==> src/rtl/usp_pkg.sv <==
// Shared types, character codes and result codes for the URL splitter.
package usp_pkg;

    typedef enum logic [2:0] {
        PH_SCHEME,
        PH_SLASH1,
        PH_SLASH2,
        PH_HOST,
        PH_PORT,
        PH_URI,
        PH_ERROR
    } phase_t;

    localparam logic [1:0] KIND_NONE = 2'd0;
    localparam logic [1:0] KIND_HOST = 2'd1;
    localparam logic [1:0] KIND_URI  = 2'd2;

    localparam logic [1:0] STATUS_OK         = 2'd0;
    localparam logic [1:0] STATUS_BAD_SCHEME = 2'd1;
    localparam logic [1:0] STATUS_BAD_SEP    = 2'd2;
    localparam logic [1:0] STATUS_BAD_PORT   = 2'd3;

    localparam logic [7:0] CH_SLASH = 8'h2F;
    localparam logic [7:0] CH_COLON = 8'h3A;
    localparam logic [7:0] CH_ZERO  = 8'h30;
    localparam logic [7:0] CH_NINE  = 8'h39;

    localparam logic [15:0] PORT_HTTPS = 16'd443;
    localparam logic [15:0] PORT_HTTP  = 16'd80;
    localparam logic [16:0] PORT_SAT   = 17'd65536;

    localparam int HTTPS_LEN = 5;
    localparam int HTTP_LEN  = 4;

    typedef struct packed {
        logic [1:0]  kind;
        logic [7:0]  data;
        logic        host_end;
        logic [1:0]  status;
        logic        done;
        logic        tls;
        logic [15:0] port;
    } result_t;

    // One entry per input byte that reports anything; two marks a trailing '/' URI byte.
    typedef struct packed {
        result_t first;
        logic    two;
    } job_t;

    function automatic logic [7:0] https_char(input logic [2:0] idx);
        logic [7:0] c;
        case (idx)
            3'd0:    c = 8'h68;
            3'd1:    c = 8'h74;
            3'd2:    c = 8'h74;
            3'd3:    c = 8'h70;
            3'd4:    c = 8'h73;
            default: c = 8'h00;
        endcase
        return c;
    endfunction

endpackage

==> src/rtl/usp_front.sv <==
// Parser front end: tracks the URL phase per byte and queues the results it causes.
module usp_front
    import usp_pkg::*;
#(
    parameter int SCHEME_MAX = 6
) (
    input  logic       clk,
    input  logic       rst_n,
    input  logic       in_valid,
    output logic       in_ready,
    input  logic [7:0] in_data,
    input  logic       in_last,
    input  logic       q_ready,
    output logic       push,
    output job_t       job
);

    localparam int CW = $clog2(SCHEME_MAX + 1);

    phase_t      phase_reg, phase_next;
    logic [CW-1:0] count_reg, count_next, count_upd;
    logic        match_reg, match_next, match_upd;
    logic [16:0] accum_reg, accum_next, accum_upd;
    logic        seen_reg, seen_next, seen_upd;
    logic        invalid_reg, invalid_next, invalid_upd;
    logic        tls_reg, tls_next, tls_upd;
    logic [15:0] port_reg, port_next, port_upd;
    logic [1:0]  err_reg, err_next, err_upd;

    logic        accept;
    logic        fin;
    logic [7:0]  ch;
    logic        is_slash, is_colon, is_digit;
    logic        is_https, is_http, scheme_full;
    logic [19:0] acc_sum;
    logic [16:0] acc_dig;
    logic [16:0] acc_fin;
    logic        seen_fin, inv_fin, port_good;

    logic        emit;
    logic [1:0]  kind;
    logic        hc;
    logic        two;

    assign in_ready = q_ready;
    assign accept   = in_valid && q_ready;
    assign fin      = in_last;
    assign ch       = in_data;

    assign is_slash    = (ch == CH_SLASH);
    assign is_colon    = (ch == CH_COLON);
    assign is_digit    = ch inside {[CH_ZERO:CH_NINE]};
    assign is_https    = match_reg && (count_reg == CW'(HTTPS_LEN));
    assign is_http     = match_reg && (count_reg == CW'(HTTP_LEN));
    assign scheme_full = (count_reg >= CW'(SCHEME_MAX));

    // accum*10 + digit; accum never exceeds the saturation value, so 20 bits hold it
    assign acc_sum = ({3'b000, accum_reg} << 3) + ({3'b000, accum_reg} << 1)
                     + {16'd0, ch[3:0]};
    assign acc_dig = (acc_sum > {3'b000, PORT_SAT}) ? PORT_SAT : acc_sum[16:0];

    assign acc_fin  = (is_slash || !is_digit) ? accum_reg : acc_dig;
    assign seen_fin = is_slash ? seen_reg : (seen_reg || is_digit);
    assign inv_fin  = is_slash ? invalid_reg : (invalid_reg || !is_digit);
    assign port_good = !inv_fin && seen_fin && (acc_fin != 17'd0) && !acc_fin[16];

    // next phase
    always_comb
    begin
        phase_next = phase_reg;
        case (phase_reg)
            PH_SCHEME:
            begin
                if (is_slash)
                    phase_next = (count_reg != '0) ? PH_ERROR : PH_URI;
                else if (is_colon)
                    phase_next = (is_https || is_http) ? (fin ? PH_ERROR : PH_SLASH1)
                                                       : PH_ERROR;
                else if (fin || scheme_full)
                    phase_next = PH_ERROR;
            end
            PH_SLASH1: phase_next = (is_slash && !fin) ? PH_SLASH2 : PH_ERROR;
            PH_SLASH2: phase_next = (is_slash && !fin) ? PH_HOST : PH_ERROR;
            PH_HOST:
            begin
                if (is_colon)
                    phase_next = PH_PORT;
                else if (is_slash)
                    phase_next = PH_URI;
            end
            PH_PORT:
            begin
                if (is_slash || fin)
                    phase_next = port_good ? PH_URI : PH_ERROR;
            end
            PH_URI:   phase_next = PH_URI;
            default:  phase_next = PH_ERROR;
        endcase
        if (fin)
            phase_next = PH_SCHEME;
    end

    // results and data updates
    always_comb
    begin
        emit        = 1'b0;
        kind        = KIND_NONE;
        hc          = 1'b0;
        two         = 1'b0;
        count_upd   = count_reg;
        match_upd   = match_reg;
        accum_upd   = accum_reg;
        seen_upd    = seen_reg;
        invalid_upd = invalid_reg;
        tls_upd     = tls_reg;
        port_upd    = port_reg;
        err_upd     = err_reg;
        case (phase_reg)
            PH_SCHEME:
            begin
                if (is_slash)
                begin
                    if (count_reg != '0)
                    begin
                        err_upd = STATUS_BAD_SCHEME;
                        emit    = fin;
                    end
                    else
                    begin
                        emit = 1'b1;
                        kind = KIND_URI;
                    end
                end
                else if (is_colon)
                begin
                    if (is_https || is_http)
                    begin
                        tls_upd  = is_https;
                        port_upd = is_https ? PORT_HTTPS : PORT_HTTP;
                        if (fin)
                        begin
                            err_upd = STATUS_BAD_SEP;
                            emit    = 1'b1;
                        end
                    end
                    else
                    begin
                        err_upd = STATUS_BAD_SCHEME;
                        emit    = fin;
                    end
                end
                else if (fin || scheme_full)
                begin
                    err_upd = STATUS_BAD_SCHEME;
                    emit    = fin;
                end
                else
                begin
                    count_upd = count_reg + CW'(1);
                    if (count_reg < CW'(HTTPS_LEN))
                        match_upd = match_reg && (ch == https_char(count_reg[2:0]));
                    else
                        match_upd = 1'b0;
                end
            end
            PH_SLASH1, PH_SLASH2:
            begin
                if (!(is_slash && !fin))
                begin
                    err_upd = STATUS_BAD_SEP;
                    emit    = fin;
                end
            end
            PH_HOST:
            begin
                emit = 1'b1;
                hc   = 1'b1;
                if (is_colon)
                begin
                    if (fin)
                        err_upd = STATUS_BAD_PORT;
                end
                else if (is_slash)
                    kind = KIND_URI;
                else
                begin
                    kind = KIND_HOST;
                    hc   = fin;
                    two  = fin;
                end
            end
            PH_PORT:
            begin
                accum_upd   = acc_fin;
                seen_upd    = seen_fin;
                invalid_upd = inv_fin;
                if (is_slash || fin)
                begin
                    if (port_good)
                    begin
                        port_upd = acc_fin[15:0];
                        emit     = 1'b1;
                        kind     = KIND_URI;
                    end
                    else
                    begin
                        err_upd = STATUS_BAD_PORT;
                        emit    = fin;
                    end
                end
            end
            PH_URI:
            begin
                emit = 1'b1;
                kind = KIND_URI;
            end
            default:
            begin
                emit = fin;
            end
        endcase
    end

    always_comb
    begin
        job.first.kind     = kind;
        job.first.host_end = hc;
        job.first.tls      = tls_upd;
        job.first.port     = port_upd;
        job.two            = two;
        // the first result of a two-result byte never closes the URL
        job.first.done     = fin && !two;
        job.first.status   = (fin && !two) ? err_upd : STATUS_OK;
        if (kind == KIND_NONE)
            job.first.data = 8'd0;
        else if (phase_reg == PH_PORT)
            job.first.data = CH_SLASH;
        else
            job.first.data = ch;
    end

    assign push = accept && emit;

    // drop all state back to its start values after the last byte
    always_comb
    begin
        if (fin)
        begin
            count_next   = '0;
            match_next   = 1'b1;
            accum_next   = '0;
            seen_next    = 1'b0;
            invalid_next = 1'b0;
            tls_next     = 1'b0;
            port_next    = '0;
            err_next     = STATUS_OK;
        end
        else
        begin
            count_next   = count_upd;
            match_next   = match_upd;
            accum_next   = accum_upd;
            seen_next    = seen_upd;
            invalid_next = invalid_upd;
            tls_next     = tls_upd;
            port_next    = port_upd;
            err_next     = err_upd;
        end
    end

    always_ff @(posedge clk or negedge rst_n)
    begin
        if (!rst_n)
        begin
            phase_reg   <= PH_SCHEME;
            count_reg   <= '0;
            match_reg   <= 1'b1;
            accum_reg   <= '0;
            seen_reg    <= 1'b0;
            invalid_reg <= 1'b0;
            tls_reg     <= 1'b0;
            port_reg    <= '0;
            err_reg     <= STATUS_OK;
        end
        else if (accept)
        begin
            phase_reg   <= phase_next;
            count_reg   <= count_next;
            match_reg   <= match_next;
            accum_reg   <= accum_next;
            seen_reg    <= seen_next;
            invalid_reg <= invalid_next;
            tls_reg     <= tls_next;
            port_reg    <= port_next;
            err_reg     <= err_next;
        end
    end

endmodule

==> src/rtl/usp_queue.sv <==
// Short register queue of result jobs between the parser and the output stage.
module usp_queue
    import usp_pkg::*;
#(
    parameter int DEPTH = 4
) (
    input  logic clk,
    input  logic rst_n,
    input  logic push,
    input  job_t push_job,
    output logic ready,
    input  logic pop,
    output logic valid,
    output job_t head
);

    localparam int PW = (DEPTH > 1) ? $clog2(DEPTH) : 1;
    localparam int NW = $clog2(DEPTH + 1);

    job_t          slots [DEPTH];
    logic [PW-1:0] wr_ptr_reg, wr_ptr_next;
    logic [PW-1:0] rd_ptr_reg, rd_ptr_next;
    logic [NW-1:0] fill_reg, fill_next;
    logic          do_push, do_pop;

    assign ready   = (fill_reg != NW'(DEPTH));
    assign valid   = (fill_reg != '0);
    assign head    = slots[rd_ptr_reg];
    assign do_push = push && ready;
    assign do_pop  = pop && valid;

    always_comb
    begin
        wr_ptr_next = wr_ptr_reg;
        rd_ptr_next = rd_ptr_reg;
        fill_next   = fill_reg;
        if (do_push)
            wr_ptr_next = (wr_ptr_reg == PW'(DEPTH - 1)) ? '0 : wr_ptr_reg + PW'(1);
        if (do_pop)
            rd_ptr_next = (rd_ptr_reg == PW'(DEPTH - 1)) ? '0 : rd_ptr_reg + PW'(1);
        if (do_push && !do_pop)
            fill_next = fill_reg + NW'(1);
        else if (do_pop && !do_push)
            fill_next = fill_reg - NW'(1);
    end

    always_ff @(posedge clk or negedge rst_n)
    begin
        if (!rst_n)
        begin
            wr_ptr_reg <= '0;
            rd_ptr_reg <= '0;
            fill_reg   <= '0;
        end
        else
        begin
            wr_ptr_reg <= wr_ptr_next;
            rd_ptr_reg <= rd_ptr_next;
            fill_reg   <= fill_next;
        end
    end

    always_ff @(posedge clk)
    begin
        if (do_push)
            slots[wr_ptr_reg] <= push_job;
    end

endmodule

==> src/rtl/usp_back.sv <==
// Output stage: expands queued jobs into result transfers through an output register.
module usp_back
    import usp_pkg::*;
(
    input  logic        clk,
    input  logic        rst_n,
    input  logic        q_valid,
    input  job_t        q_head,
    output logic        pop,
    output logic        m_tvalid,
    input  logic        m_tready,
    output logic [31:0] m_tdata,
    output logic [1:0]  m_tuser,
    output logic        m_tlast
);

    logic    valid_reg, valid_next;
    logic    sub_reg, sub_next;
    result_t res_reg, res_next;
    logic    last_reg, last_next;
    logic    load;
    result_t second;

    assign load = q_valid && (!valid_reg || m_tready);
    assign pop  = load && (sub_reg || !q_head.two);

    always_comb
    begin
        second          = q_head.first;
        second.kind     = KIND_URI;
        second.data     = CH_SLASH;
        second.host_end = 1'b0;
        second.status   = STATUS_OK;
        second.done     = 1'b1;
    end

    always_comb
    begin
        valid_next = valid_reg;
        sub_next   = sub_reg;
        res_next   = res_reg;
        last_next  = last_reg;
        if (load)
        begin
            valid_next = 1'b1;
            if (sub_reg)
            begin
                res_next  = second;
                last_next = 1'b1;
                sub_next  = 1'b0;
            end
            else
            begin
                res_next  = q_head.first;
                last_next = !q_head.two;
                sub_next  = q_head.two;
            end
        end
        else if (m_tready)
            valid_next = 1'b0;
    end

    always_ff @(posedge clk or negedge rst_n)
    begin
        if (!rst_n)
        begin
            valid_reg <= 1'b0;
            sub_reg   <= 1'b0;
        end
        else
        begin
            valid_reg <= valid_next;
            sub_reg   <= sub_next;
        end
    end

    always_ff @(posedge clk)
    begin
        res_reg  <= res_next;
        last_reg <= last_next;
    end

    assign m_tvalid = valid_reg;
    assign m_tuser  = res_reg.kind;
    assign m_tlast  = last_reg;
    assign m_tdata  = {3'b000, res_reg.port, res_reg.tls, res_reg.done,
                       res_reg.status, res_reg.host_end, res_reg.data};

endmodule

==> src/rtl/url_scheme_host_port_splitter_unit.sv <==
// Top level of the http/https URL scheme, host and port splitter.
//
//  channel  dir  tdata                               tuser      tlast
//  s_*      in   [7:0] url_byte                      -          final_byte
//  m_*      out  [7:0] out_byte, [8] host_complete,  [1:0]      run_last
//                [10:9] status, [11] url_done,       byte_kind
//                [12] tls_on, [28:13] port_value
//
//  One input byte is taken every cycle while the job queue has room; the parser updates
//  its phase in the cycle of the transfer and queues at most one job. A plain host byte
//  that ends a URL gives two results, which leave the output register one after the other.
//  Each result passes through the job queue and then the output register.
//  s_tready drops only when the QUEUE_DEPTH job queue is full, chiefly under output backpressure.
//  Reset is asynchronous and leaves the parser in the scheme phase with the queue empty.
module url_scheme_host_port_splitter_unit
    import usp_pkg::*;
#(
    parameter int SCHEME_MAX  = 6,
    parameter int QUEUE_DEPTH = 4
) (
    input  logic        clk,
    input  logic        rst_n,
    input  logic        s_tvalid,
    output logic        s_tready,
    input  logic [7:0]  s_tdata,   // [7:0] url_byte
    input  logic        s_tlast,
    output logic        m_tvalid,
    input  logic        m_tready,
    output logic [31:0] m_tdata,   // [7:0] out_byte, [8] host_complete, [10:9] status,
                                   // [11] url_done, [12] tls_on, [28:13] port_value
    output logic [1:0]  m_tuser,   // [1:0] byte_kind
    output logic        m_tlast
);

    logic q_ready, q_valid, push, pop;
    job_t push_job, q_head;

    usp_front #(
        .SCHEME_MAX(SCHEME_MAX)
    ) u_front (
        .clk      (clk),
        .rst_n    (rst_n),
        .in_valid (s_tvalid),
        .in_ready (s_tready),
        .in_data  (s_tdata),
        .in_last  (s_tlast),
        .q_ready  (q_ready),
        .push     (push),
        .job      (push_job)
    );

    usp_queue #(
        .DEPTH(QUEUE_DEPTH)
    ) u_queue (
        .clk      (clk),
        .rst_n    (rst_n),
        .push     (push),
        .push_job (push_job),
        .ready    (q_ready),
        .pop      (pop),
        .valid    (q_valid),
        .head     (q_head)
    );

    usp_back u_back (
        .clk      (clk),
        .rst_n    (rst_n),
        .q_valid  (q_valid),
        .q_head   (q_head),
        .pop      (pop),
        .m_tvalid (m_tvalid),
        .m_tready (m_tready),
        .m_tdata  (m_tdata),
        .m_tuser  (m_tuser),
        .m_tlast  (m_tlast)
    );

endmodule

==> config.mk <==
export PLATFORM = sky130hd
export DESIGN_NAME = url_scheme_host_port_splitter_unit
export DESIGN_NICKNAME = d
export VERILOG_FILES = /design/src/rtl/usp_pkg.sv /design/src/rtl/usp_front.sv /design/src/rtl/usp_queue.sv /design/src/rtl/usp_back.sv /design/src/rtl/url_scheme_host_port_splitter_unit.sv
export SDC_FILE = /design/constraint.sdc
export NUM_CORES = 1
export LEC_CHECK = 0
export BUFFER_PORTS_ARGS = -buffer_cell sky130_fd_sc_hd__buf_2
export CORE_UTILIZATION = 65
export DETAILED_ROUTE_END_ITERATION = 7
export PLACE_DENSITY = 0.84
export SLEW_MARGIN = 5
export SYNTH_ARGS = -nofsm -noshare
export SYNTH_HDL_FRONTEND = slang
export SYNTH_HIERARCHICAL = 1
export SYNTH_SLANG_ARGS = --single-unit
==> constraint.sdc <==
create_clock -name clk -period 7.65 [get_ports clk]
set_clock_uncertainty 0.1 [all_clocks]
set_input_delay 0.765 -clock clk [delete_from_list [all_inputs] [get_ports clk]]
set_output_delay 0.765 -clock clk [all_outputs]
set_load 0.005 [all_outputs]
==> results of run 1 <==
[where the power goes]
| part | switching, W | internal [W] | leakage, nW | total, W |
|---|---|---|---|---|
| registers | 0.000162 | 0.00157 | 2.21 | 0.00173 |
| clock network | 0.000448 | 0.000660 | 0.362 | 0.00111 |
| logic | 0.000643 | 0.000468 | 2.05 | 0.00111 |
| total | 0.00125 | 0.00270 | 4.62 | 0.00395 |
[final cells by class]
class	count	area share, %
repair buffers	53	2.332
clock buffers	24	4.860
multi-input cells	605	37.72
well taps	220	2.270
clock inverters	16	1.352
flip-flops and latches	214	50.79
inverters	22	0.6810
[path summary, 6_finish.rpt]
kind                       slack [ns]                             start                                 to
min                              0.31                             rst_n  u_queue/rd_ptr_reg[1]$_DFFE_PN0P_
min reg2reg                      0.39   u_queue/fill_reg[2]$_DFFE_PN0P_    u_queue/fill_reg[2]$_DFFE_PN0P_
max reg2reg                      1.67  u_front/accum_reg[0]$_DFFE_PN0P_    u_queue/fill_reg[2]$_DFFE_PN0P_
max                              1.67  u_front/accum_reg[0]$_DFFE_PN0P_    u_queue/fill_reg[2]$_DFFE_PN0P_
min in group clk                 0.39   u_queue/fill_reg[2]$_DFFE_PN0P_    u_queue/fill_reg[2]$_DFFE_PN0P_
max in group asynchronous        6.64                             rst_n  u_queue/rd_ptr_reg[0]$_DFFE_PN0P_
[placed cells by master (no fill, tap or decap), types with 25 or more instances in the layout]
cell type / n
sky130_fd_sc_hd__edfxtp_1: 160
sky130_fd_sc_hd__nand2_1: 74
sky130_fd_sc_hd__nor2_1: 60
sky130_fd_sc_hd__dfrtp_1: 52
sky130_fd_sc_hd__a21oi_1: 50
sky130_fd_sc_hd__buf_2: 46
sky130_fd_sc_hd__o21ai_0: 44
sky130_fd_sc_hd__ha_1: 43
sky130_fd_sc_hd__mux4_2: 32
sky130_fd_sc_hd__nand3_1: 25
[Yosys cell counts (7+ instances only)]
master and number:
sky130_fd_sc_hd__nor3_1 15, sky130_fd_sc_hd__nor2b_1 9, sky130_fd_sc_hd__inv_1 22, sky130_fd_sc_hd__nand2_1 74
sky130_fd_sc_hd__a21o_1 8, sky130_fd_sc_hd__a31oi_1 7, sky130_fd_sc_hd__dfrtp_1 53, sky130_fd_sc_hd__mux4_2 32
sky130_fd_sc_hd__clkbuf_1 27, sky130_fd_sc_hd__o31a_1 8, sky130_fd_sc_hd__o21ai_0 44, sky130_fd_sc_hd__o21ai_1 9
sky130_fd_sc_hd__ha_1 43, sky130_fd_sc_hd__nand2b_1 14, sky130_fd_sc_hd__nor2_1 60, sky130_fd_sc_hd__a22oi_1 11
sky130_fd_sc_hd__nand3_1 25, sky130_fd_sc_hd__buf_4 11, sky130_fd_sc_hd__or2_1 7, sky130_fd_sc_hd__a21oi_1 50
sky130_fd_sc_hd__o211ai_1 7, sky130_fd_sc_hd__o21a_1 8, sky130_fd_sc_hd__xnor2_1 7, sky130_fd_sc_hd__nand4_1 7
sky130_fd_sc_hd__o31ai_1 10, sky130_fd_sc_hd__and2_1 13, sky130_fd_sc_hd__edfxtp_1 160, sky130_fd_sc_hd__a22o_1 12
sky130_fd_sc_hd__a211oi_1 9, sky130_fd_sc_hd__buf_2 11
[metal layers]
| layer | GRT usage, % | share of wire [%] | up-vias | wire (um) |
|---|---|---|---|---|
| met2 | 52.31 | 49 | 469 | 13430 |
| met4 | 9.579 | 3.1 | 0 | 837 |
| met5 | 0 | 0 | - | 0 |
| li1 | - | - | 3488 | - |
| met1 | 43.90 | 41 | 3866 | 11020 |
| met3 | 3.985 | 6.9 | 78 | 1879 |
[critical path, delay by kind of cell, from the launching register on]
family	cells	cell delay [ns]
simple gates	6	1.25
compound gates	6	2.32
flops	1	0.47
xor+xnor	2	0.33
buf+inv	1	0.06
fa+ha+maj	4	1.36
[stage by stage]
step | instance area [um2] | worst slack [ns] | total power [W] | hold WS, ns | utilization, %
finish | 12130 | 1.671 | 0.003950 | 0.3088 | 73.12
global route | 12130 | 1.359 | 0.004103 | 0.3689 | 73.12
CTS | 12130 | 1.748 | 0.003955 | 0.3351 | 73.12
detailed placement | 11370 | 1.308 | 0.002805 | 0.3828 | 68.58
global placement | 11370 | 1.549 | 0.002739 | 0.3653 | 68.58
floorplan | 11070 | 2.301 | 0.002465 | 0.3473 | -
[logic make-up after synthesis]
group / after synthesis
buffers and inverters: 75
xor gates and xnor gates: 12
AOI/OAI and AO/OA: 242
and+or+nand+nor: 262
DFF: 214
adders and majority gates: 47
muxes: 39
other: 1
==> key figures, run 1 <==
Floorplan
  • Initial core utilization: 66.69%
  • Die X-Extent: 132.4 um
  • Core area: 16580 um2
  • Die ar.: 17540 um2
  • Count of boundary I/O pins: 50
  • Floorplan row count: 47
  • Die height: 132.4 um

Clocking
  • Post-CTS Setup Inserts: 0
  • Clock root buffer master: sky130_fd_sc_hd__clkbuf_16
  • CTS Hold Bufs: 0
  • H-tree level count: 1
  • Clock buffers created by TritonCTS: 22
  • Clock sinks: 214
  • Clock-pin slew on the worst setup and hold paths: 0.07 ns
  • CTS tree: built
  • Buffer levels on the longest clock path: 3
  • Clock network latency to the later pin of the worst-skew pair: 0.50 ns
  • Post-cts repair resize count: 0

Critical path
  • Path type of the worst setup path: reg -> reg
  • Startpoint type of the worst setup path: register
  • Length in cells of the worst reg-to-reg path: 19
  • Cell Chain, Critical Path: fa_1, ha_1, a21o_1, nand4_1, a2111oi_4, o31ai_1, and3_1, nor4_4, a32oi_2, a311oi_2, nor2_1, a21oi_1, and2_4, ha_1, inv_1, fa_1, xor2_1, nor2_1, xor2_1
  • Critical path data required time: 7.97 ns
  • Critical path peak fanout: 8
  • Stage delay of the slowest cell on the critical path: 0.69 ns
  • Arrival time worst endpoint: 6.29 ns
  • Worst Setup End Kind: register
  • Slowest stage cell, crit path: sky130_fd_sc_hd__a311oi_2

Placement
  • Final estimated routing congestion in global placement: 0.9485
  • Inst Count DP: 1114
  • Count of input and output buffers: 46
  • Placed wire-length estimate: 17.30 mm

Logic synthesis
  • Synth area leader: sky130_fd_sc_hd__edfxtp_1
  • Average cell area after synthesis: 12.40 um2
  • Fraction of post-synthesis cell area in the top cell type by area: 43.44%
  • Arithmetic-cell share of the synthesized area counting full adders, half adders and majority gates: 5.498%
  • Count of flip-flops with a built-in enable after synthesis: 160
  • Post-synth ARST share: 25.23%
  • Top post-synthesis cells by area: sky130_fd_sc_hd__edfxtp_1, sky130_fd_sc_hd__dfrtp_1, sky130_fd_sc_hd__mux4_2
  • Combinational family with the most area after synthesis: compound AO/OA/AOI/OAI gates
  • Distinct cell type count after synthesis: 88
  • Parity-gate share of the synthesized area counting xor and xnor cells: 0.9503%
  • Synth Flop Type: sky130_fd_sc_hd__edfxtp_1
  • Number of standard cells after synthesis: 892
  • Post-synthesis mux area share: 7.320%
  • Synth Area in Simple Gates: 12.09%
  • Yosys synthesis warning count: 6
  • Flip-flop and latch count after synthesis: 214
  • Sequential area share after synthesis: 55.67%
  • Post-synthesis compound-gate area fraction: 15.39%
  • Cell area after synthesis: 11060 um2

Route
  • Detailed-route via count: 7901
  • Number of DRC markers after the initial detailed-route iteration: 1071
  • Aggregate routed wire length: 27.17 mm
  • Avg WL per Cell: 23.55 um
  • Antenna Violating Nets Remaining: 0
  • Per-cell via count in the routed design: 6.847
  • DRC Markers: 0
  • Total iterations of the first detailed-routing run: 6

STA
  • Worst slew margin relative to its limit: 31.18%
  • Post-route minimum period: 5.979 ns
  • Achievable clock frequency: 167.2 MHz
  • Sum of negative setup slack: 0 ns
  • Period utilization: 78.16%
  • Final count of negative-setup-slack endpoints: 0
  • Max Slew Vio Count: 0
  • Number of hold violations in the final report: 0
  • Unrepaired setup endpoints after global routing: false
  • Measured slew at the worst slew-check pin: 1.032 ns

Power
  • Power Density: 325.7 nW/um2
  • Peak supply drop: 0.2571 mV
  • Leakage Power: 4.617 nW

Finish
  • Ant. Diodes: 0
  • Area grow syn2layout: 9.639%
  • Flip-flop count of the largest register after layout: 128
  • Reg area: 6158 um2
  • Filler Cell Count: 1092
  • Multi-input logic area: 4573 um2
  • Layout cells sized above 1: 16.49%
  • Net count reported at finish: 977
  • Final standard cell count with taps included and fillers excluded: 1154

Global routing
  • Number of antenna violations at the first check in global routing: 0
  • Vias in the first global route: 7391
  • Overall Global Routing Usage: 31.48%
  • Wire length of the first global-routing pass: 41.86 mm
  • Pin count of the biggest net entering global routing: 55
  • Congestion Overflow GR: 0

Outcome
  • Result of the run: complete, no violations

Job
  • Max-Cap Viols: 0

Worst hold path
  • Hold/Removal Path Class: in -> async
(Power assumes the default switching activity.)
==> run 2, diff against run 1 <==
CORE_UTILIZATION = 56   (was 65)
PLACE_DENSITY = 0.76   (was 0.84)
clock period = 4.9 ns   (was 7.65 ns; I/O delays follow)
==> run 2 against run 1 <==
  * Sequential share of layout area shrank 2.8 points
  * Setup slack worse by 1.6 ns
  * Critical path type unchanged
  * First-iteration DRC count fell by 21%
  * Flip-flop and latch count stayed put
  * Cell count increased by 11%
==> key figures, run 2 (synthesis results as in run 1) <==
Outcome
  • Result of the run: complete, no violations

Finish
  • Most frequent cells in the layout: sky130_fd_sc_hd__edfxtp_1, sky130_fd_sc_hd__buf_4, sky130_fd_sc_hd__nand2_1
  • Most common cell after layout, fill and taps aside: sky130_fd_sc_hd__edfxtp_1
  • Layout cells sized above 1: 23.91% (+7.4 points)
  • Area grow syn2layout: 16.02%
  • Filler Cell Count: 1491 (+37%)
  • Net count reported at finish: 1057 (+8.2%)
  • Ant. Diodes: 0 (unchanged)
  • Flip-flop count of the largest register after layout: 128 (unchanged)

Clocking
  • H-tree level count: 1 (unchanged)
  • CTS tree: built
  • Clock buffers created by TritonCTS: 21 (-4.5%)
  • Clock-pin slew on the worst setup and hold paths: 0.06 ns (about the same)
  • Buffer levels on the longest clock path: 3 (unchanged)
  • Clock root buffer master: sky130_fd_sc_hd__clkbuf_16
  • Clock sinks: 214 (unchanged)
  • Clock network latency to the later pin of the worst-skew pair: 0.49 ns (about the same)

Power
  • Internal portion of total power: 0.004156 W (+54%)
  • Leakage Power: 5.010 nW (+8.5%)
  • Peak supply drop: 0.2340 mV (-9.0%)
  • Sw power: 0.001810 W (+45%)
  • Clock network power share: 25.9% (-2.1 points)
  • Part of the total power dissipated in sequential elements: 44.1% (+0.3 points)
  • Power Density: 465.0 nW/um2 (+43%)
  • Proportion of total power due to net switching: 30.34% (-1.4 points)
  • Part of the total power dissipated in combinational logic: 30.0% (+1.9 points)

Floorplan
  • Core area: 19400 um2 (+17%)
  • Die X-Extent: 142.5 um (+7.6%)
  • Die height: 142.5 um (+7.6%)
  • Die ar.: 20310 um2 (+16%)
  • Floorplan row count: 51 (+8.5%)
  • Initial core utilization: 57.01% (-9.7 points)
  • Count of boundary I/O pins: 50 (unchanged)

Critical path
  • Arrival time worst endpoint: 5.09 ns (-1.20 ns)
  • Slowest stage cell, crit path: sky130_fd_sc_hd__a2111oi_4
  • Worst Setup End Kind: register
  • R2r endpoint: u_queue/fill_reg[2]$_DFFE_PN0P_
  • Cell Chain, Critical Path: fa_1, ha_1, a21o_1, nand4_1, a2111oi_4, o21a_1, nor3_2, nor4_4, buf_4, a32oi_2, a311oi_2, buf_4, nor2_2, a21oi_2, and2_4, ha_4, inv_2, fa_2, xor2_1, nor2_1, xor2_1
  • Setup slack of the most critical reg-to-reg path: 0.10 ns (-1.57 ns)
  • Critical path peak fanout: 5 (-3)
  • Critical path data required time: 5.20 ns (-2.77 ns)
  • Path type of the worst setup path: reg -> reg
  • Source of the worst register-to-register timing path: u_front/accum_reg[0]$_DFFE_PN0P_
  • Startpoint type of the worst setup path: register
  • Length in cells of the worst reg-to-reg path: 21 (+2)
  • Stage delay of the slowest cell on the critical path: 0.51 ns (-0.18 ns)

Global routing
  • Vias in the first global route: 7408 (+0.23%)
  • Overall Global Routing Usage: 26.03% (-5.5 points)
  • GRT Max-Usage Layer: met2
  • Pin count of the biggest net entering global routing: 55 (unchanged)
  • Number of antenna violations at the first check in global routing: 0 (unchanged)
  • Met1 Resource Use GR: 38.21% (-5.7 points)
  • Congestion Overflow GR: 0 (unchanged)
  • M3 GR Usage: 3.533% (-0.45 points)
  • Wire length of the first global-routing pass: 40.66 mm (-2.9%)
  • M2 GR Usage: 40.48% (-12 points)

Route
  • Avg WL per Cell: 20.13 um (-15%)
  • Antenna Violating Nets Remaining: 0 (unchanged)
  • Per-cell via count in the routed design: 6.314 (-7.8%)
  • Detailed-route via count: 8063 (+2.1%)
  • DRC Markers: 0 (unchanged)
  • Total iterations of the first detailed-routing run: 6 (unchanged)
  • Number of DRC markers after the initial detailed-route iteration: 842 (-21%)
  • Aggregate routed wire length: 25.71 mm (-5.4%)

STA
  • Period utilization: 97.94% (+20 points)
  • Worst hold slack: 0.04185 ns (-0.2670 ns)
  • Post-route minimum period: 4.799 ns (-1.180 ns)
  • Measured slew at the worst slew-check pin: 1.048 ns (+0.01558 ns)
  • Worst slew margin relative to its limit: 29.38% (-1.8 points)
  • Unrepaired setup endpoints after global routing: true
  • Final count of negative-setup-slack endpoints: 0 (unchanged)
  • Achievable clock frequency: 208.4 MHz (+25%)
  • Number of hold violations in the final report: 0 (unchanged)
  • Worst path setup slack after routing: 0.1010 ns (-1.570 ns)
  • Max Slew Vio Count: 0 (unchanged)

Placement
  • Post-placement worst setup slack: -0.2069 ns (-1.515 ns)
  • Placed wire-length estimate: 17.41 mm (+0.61%)
  • Count of input and output buffers: 46 (unchanged)
  • Final estimated routing congestion in global placement: 0.9453 (-0.34%)

Job
  • Max-Cap Viols: 0 (unchanged)

Worst hold path
  • Hold/Removal Path Class: in -> async
==> run 2: power by group through the flow <==
stage / clock network [W] / registers [W] / logic, W
3_5_place_dp: 0 / 0.00266 / 0.00176
6_report: 0.00155 / 0.00263 / 0.00179
4_1_cts: 0.00158 / 0.00263 / 0.00178
5_1_grt: 0.00164 / 0.00267 / 0.00196
3_3_place_gp: 0 / 0.00265 / 0.00171
2_1_floorplan: 0 / 0.00262 / 0.00124
==> run 2: layout make-up <==
cell class	count	area, um2	area share (%)
Sequential cell	214	6158	48.00
Clock buffer	28	561.8	4.378
Multi-Input combinational cell	605	4646	36.21
Tap cell	265	331.6	2.584
Clock inverter	9	97.59	0.7606
Timing Repair Buffer	134	953.4	7.430
Inverter	22	82.58	0.6436
==> run 2: repair_timing <==
| item | CTS | global route |
|---|---|---|
| setup buffers | 4 | 6 |
| hold buffers | 0 | 0 |
| resized for setup | 1 | 10 |
| endpoints found under the setup margin | 2 | 6 |
| gates cloned | 0 | 0 |
| pin swaps | 3 | 8 |
==> run 2: worst max-delay path, delay by kind of cell (launching register included) <==
| family | cells | cell delay [ns] |
|---|---|---|
| DFF | 1 | 0.41 |
| adders and majority gates | 4 | 1.26 |
| buffers and inverters | 3 | 0.39 |
| AOI/OAI and AO/OA | 6 | 1.43 |
| and+or+nand+nor | 6 | 0.81 |
| xor gates and xnor gates | 2 | 0.32 |
==> run 2: routing by layer <==
| metal | vias to the layer above | wire [um] |
|---|---|---|
| met5 | - | 0 |
| met4 | 0 | 685 |
| met3 | 58 | 1989 |
| met2 | 385 | 11930 |
| met1 | 3962 | 11100 |
| li1 | 3658 | - |
==> run 2: worst max path at each step <==
stage               slack [ns]  depth (start not counted)                             start                               to
floorplan               -0.005                         19                        s_tdata[3]  u_queue/fill_reg[2]$_DFFE_PN0P_
global placement         -0.14                         21                        s_tdata[3]  u_queue/fill_reg[2]$_DFFE_PN0P_
detailed placement       -0.21                         21                        s_tdata[3]  u_queue/fill_reg[2]$_DFFE_PN0P_
CTS                       0.01                         23  u_front/accum_reg[2]$_DFFE_PN0P_  u_queue/fill_reg[2]$_DFFE_PN0P_
global route             -0.13                         21  u_front/accum_reg[0]$_DFFE_PN0P_  u_queue/fill_reg[2]$_DFFE_PN0P_
finish                    0.10                         21  u_front/accum_reg[0]$_DFFE_PN0P_  u_queue/fill_reg[2]$_DFFE_PN0P_
==> run 2: per-stage QoR <==
step | cell area (um2) | cells | total power (W) | setup TNS [ns] | utilization (%)
2_1_floorplan | 11090 | 894 | 0.003860 | -0.004988 | -
3_3_place_gp | 12050 | 1230 | 0.004358 | -0.2421 | 62.11
3_5_place_dp | 12050 | 1230 | 0.004427 | -0.3477 | 62.11
4_1_cts | 12740 | 1271 | 0.005993 | 0 | 65.68
5_1_grt | 12830 | 1277 | 0.006275 | -0.2168 | 66.14
6_report | 12830 | 1277 | 0.005966 | 0 | 66.14
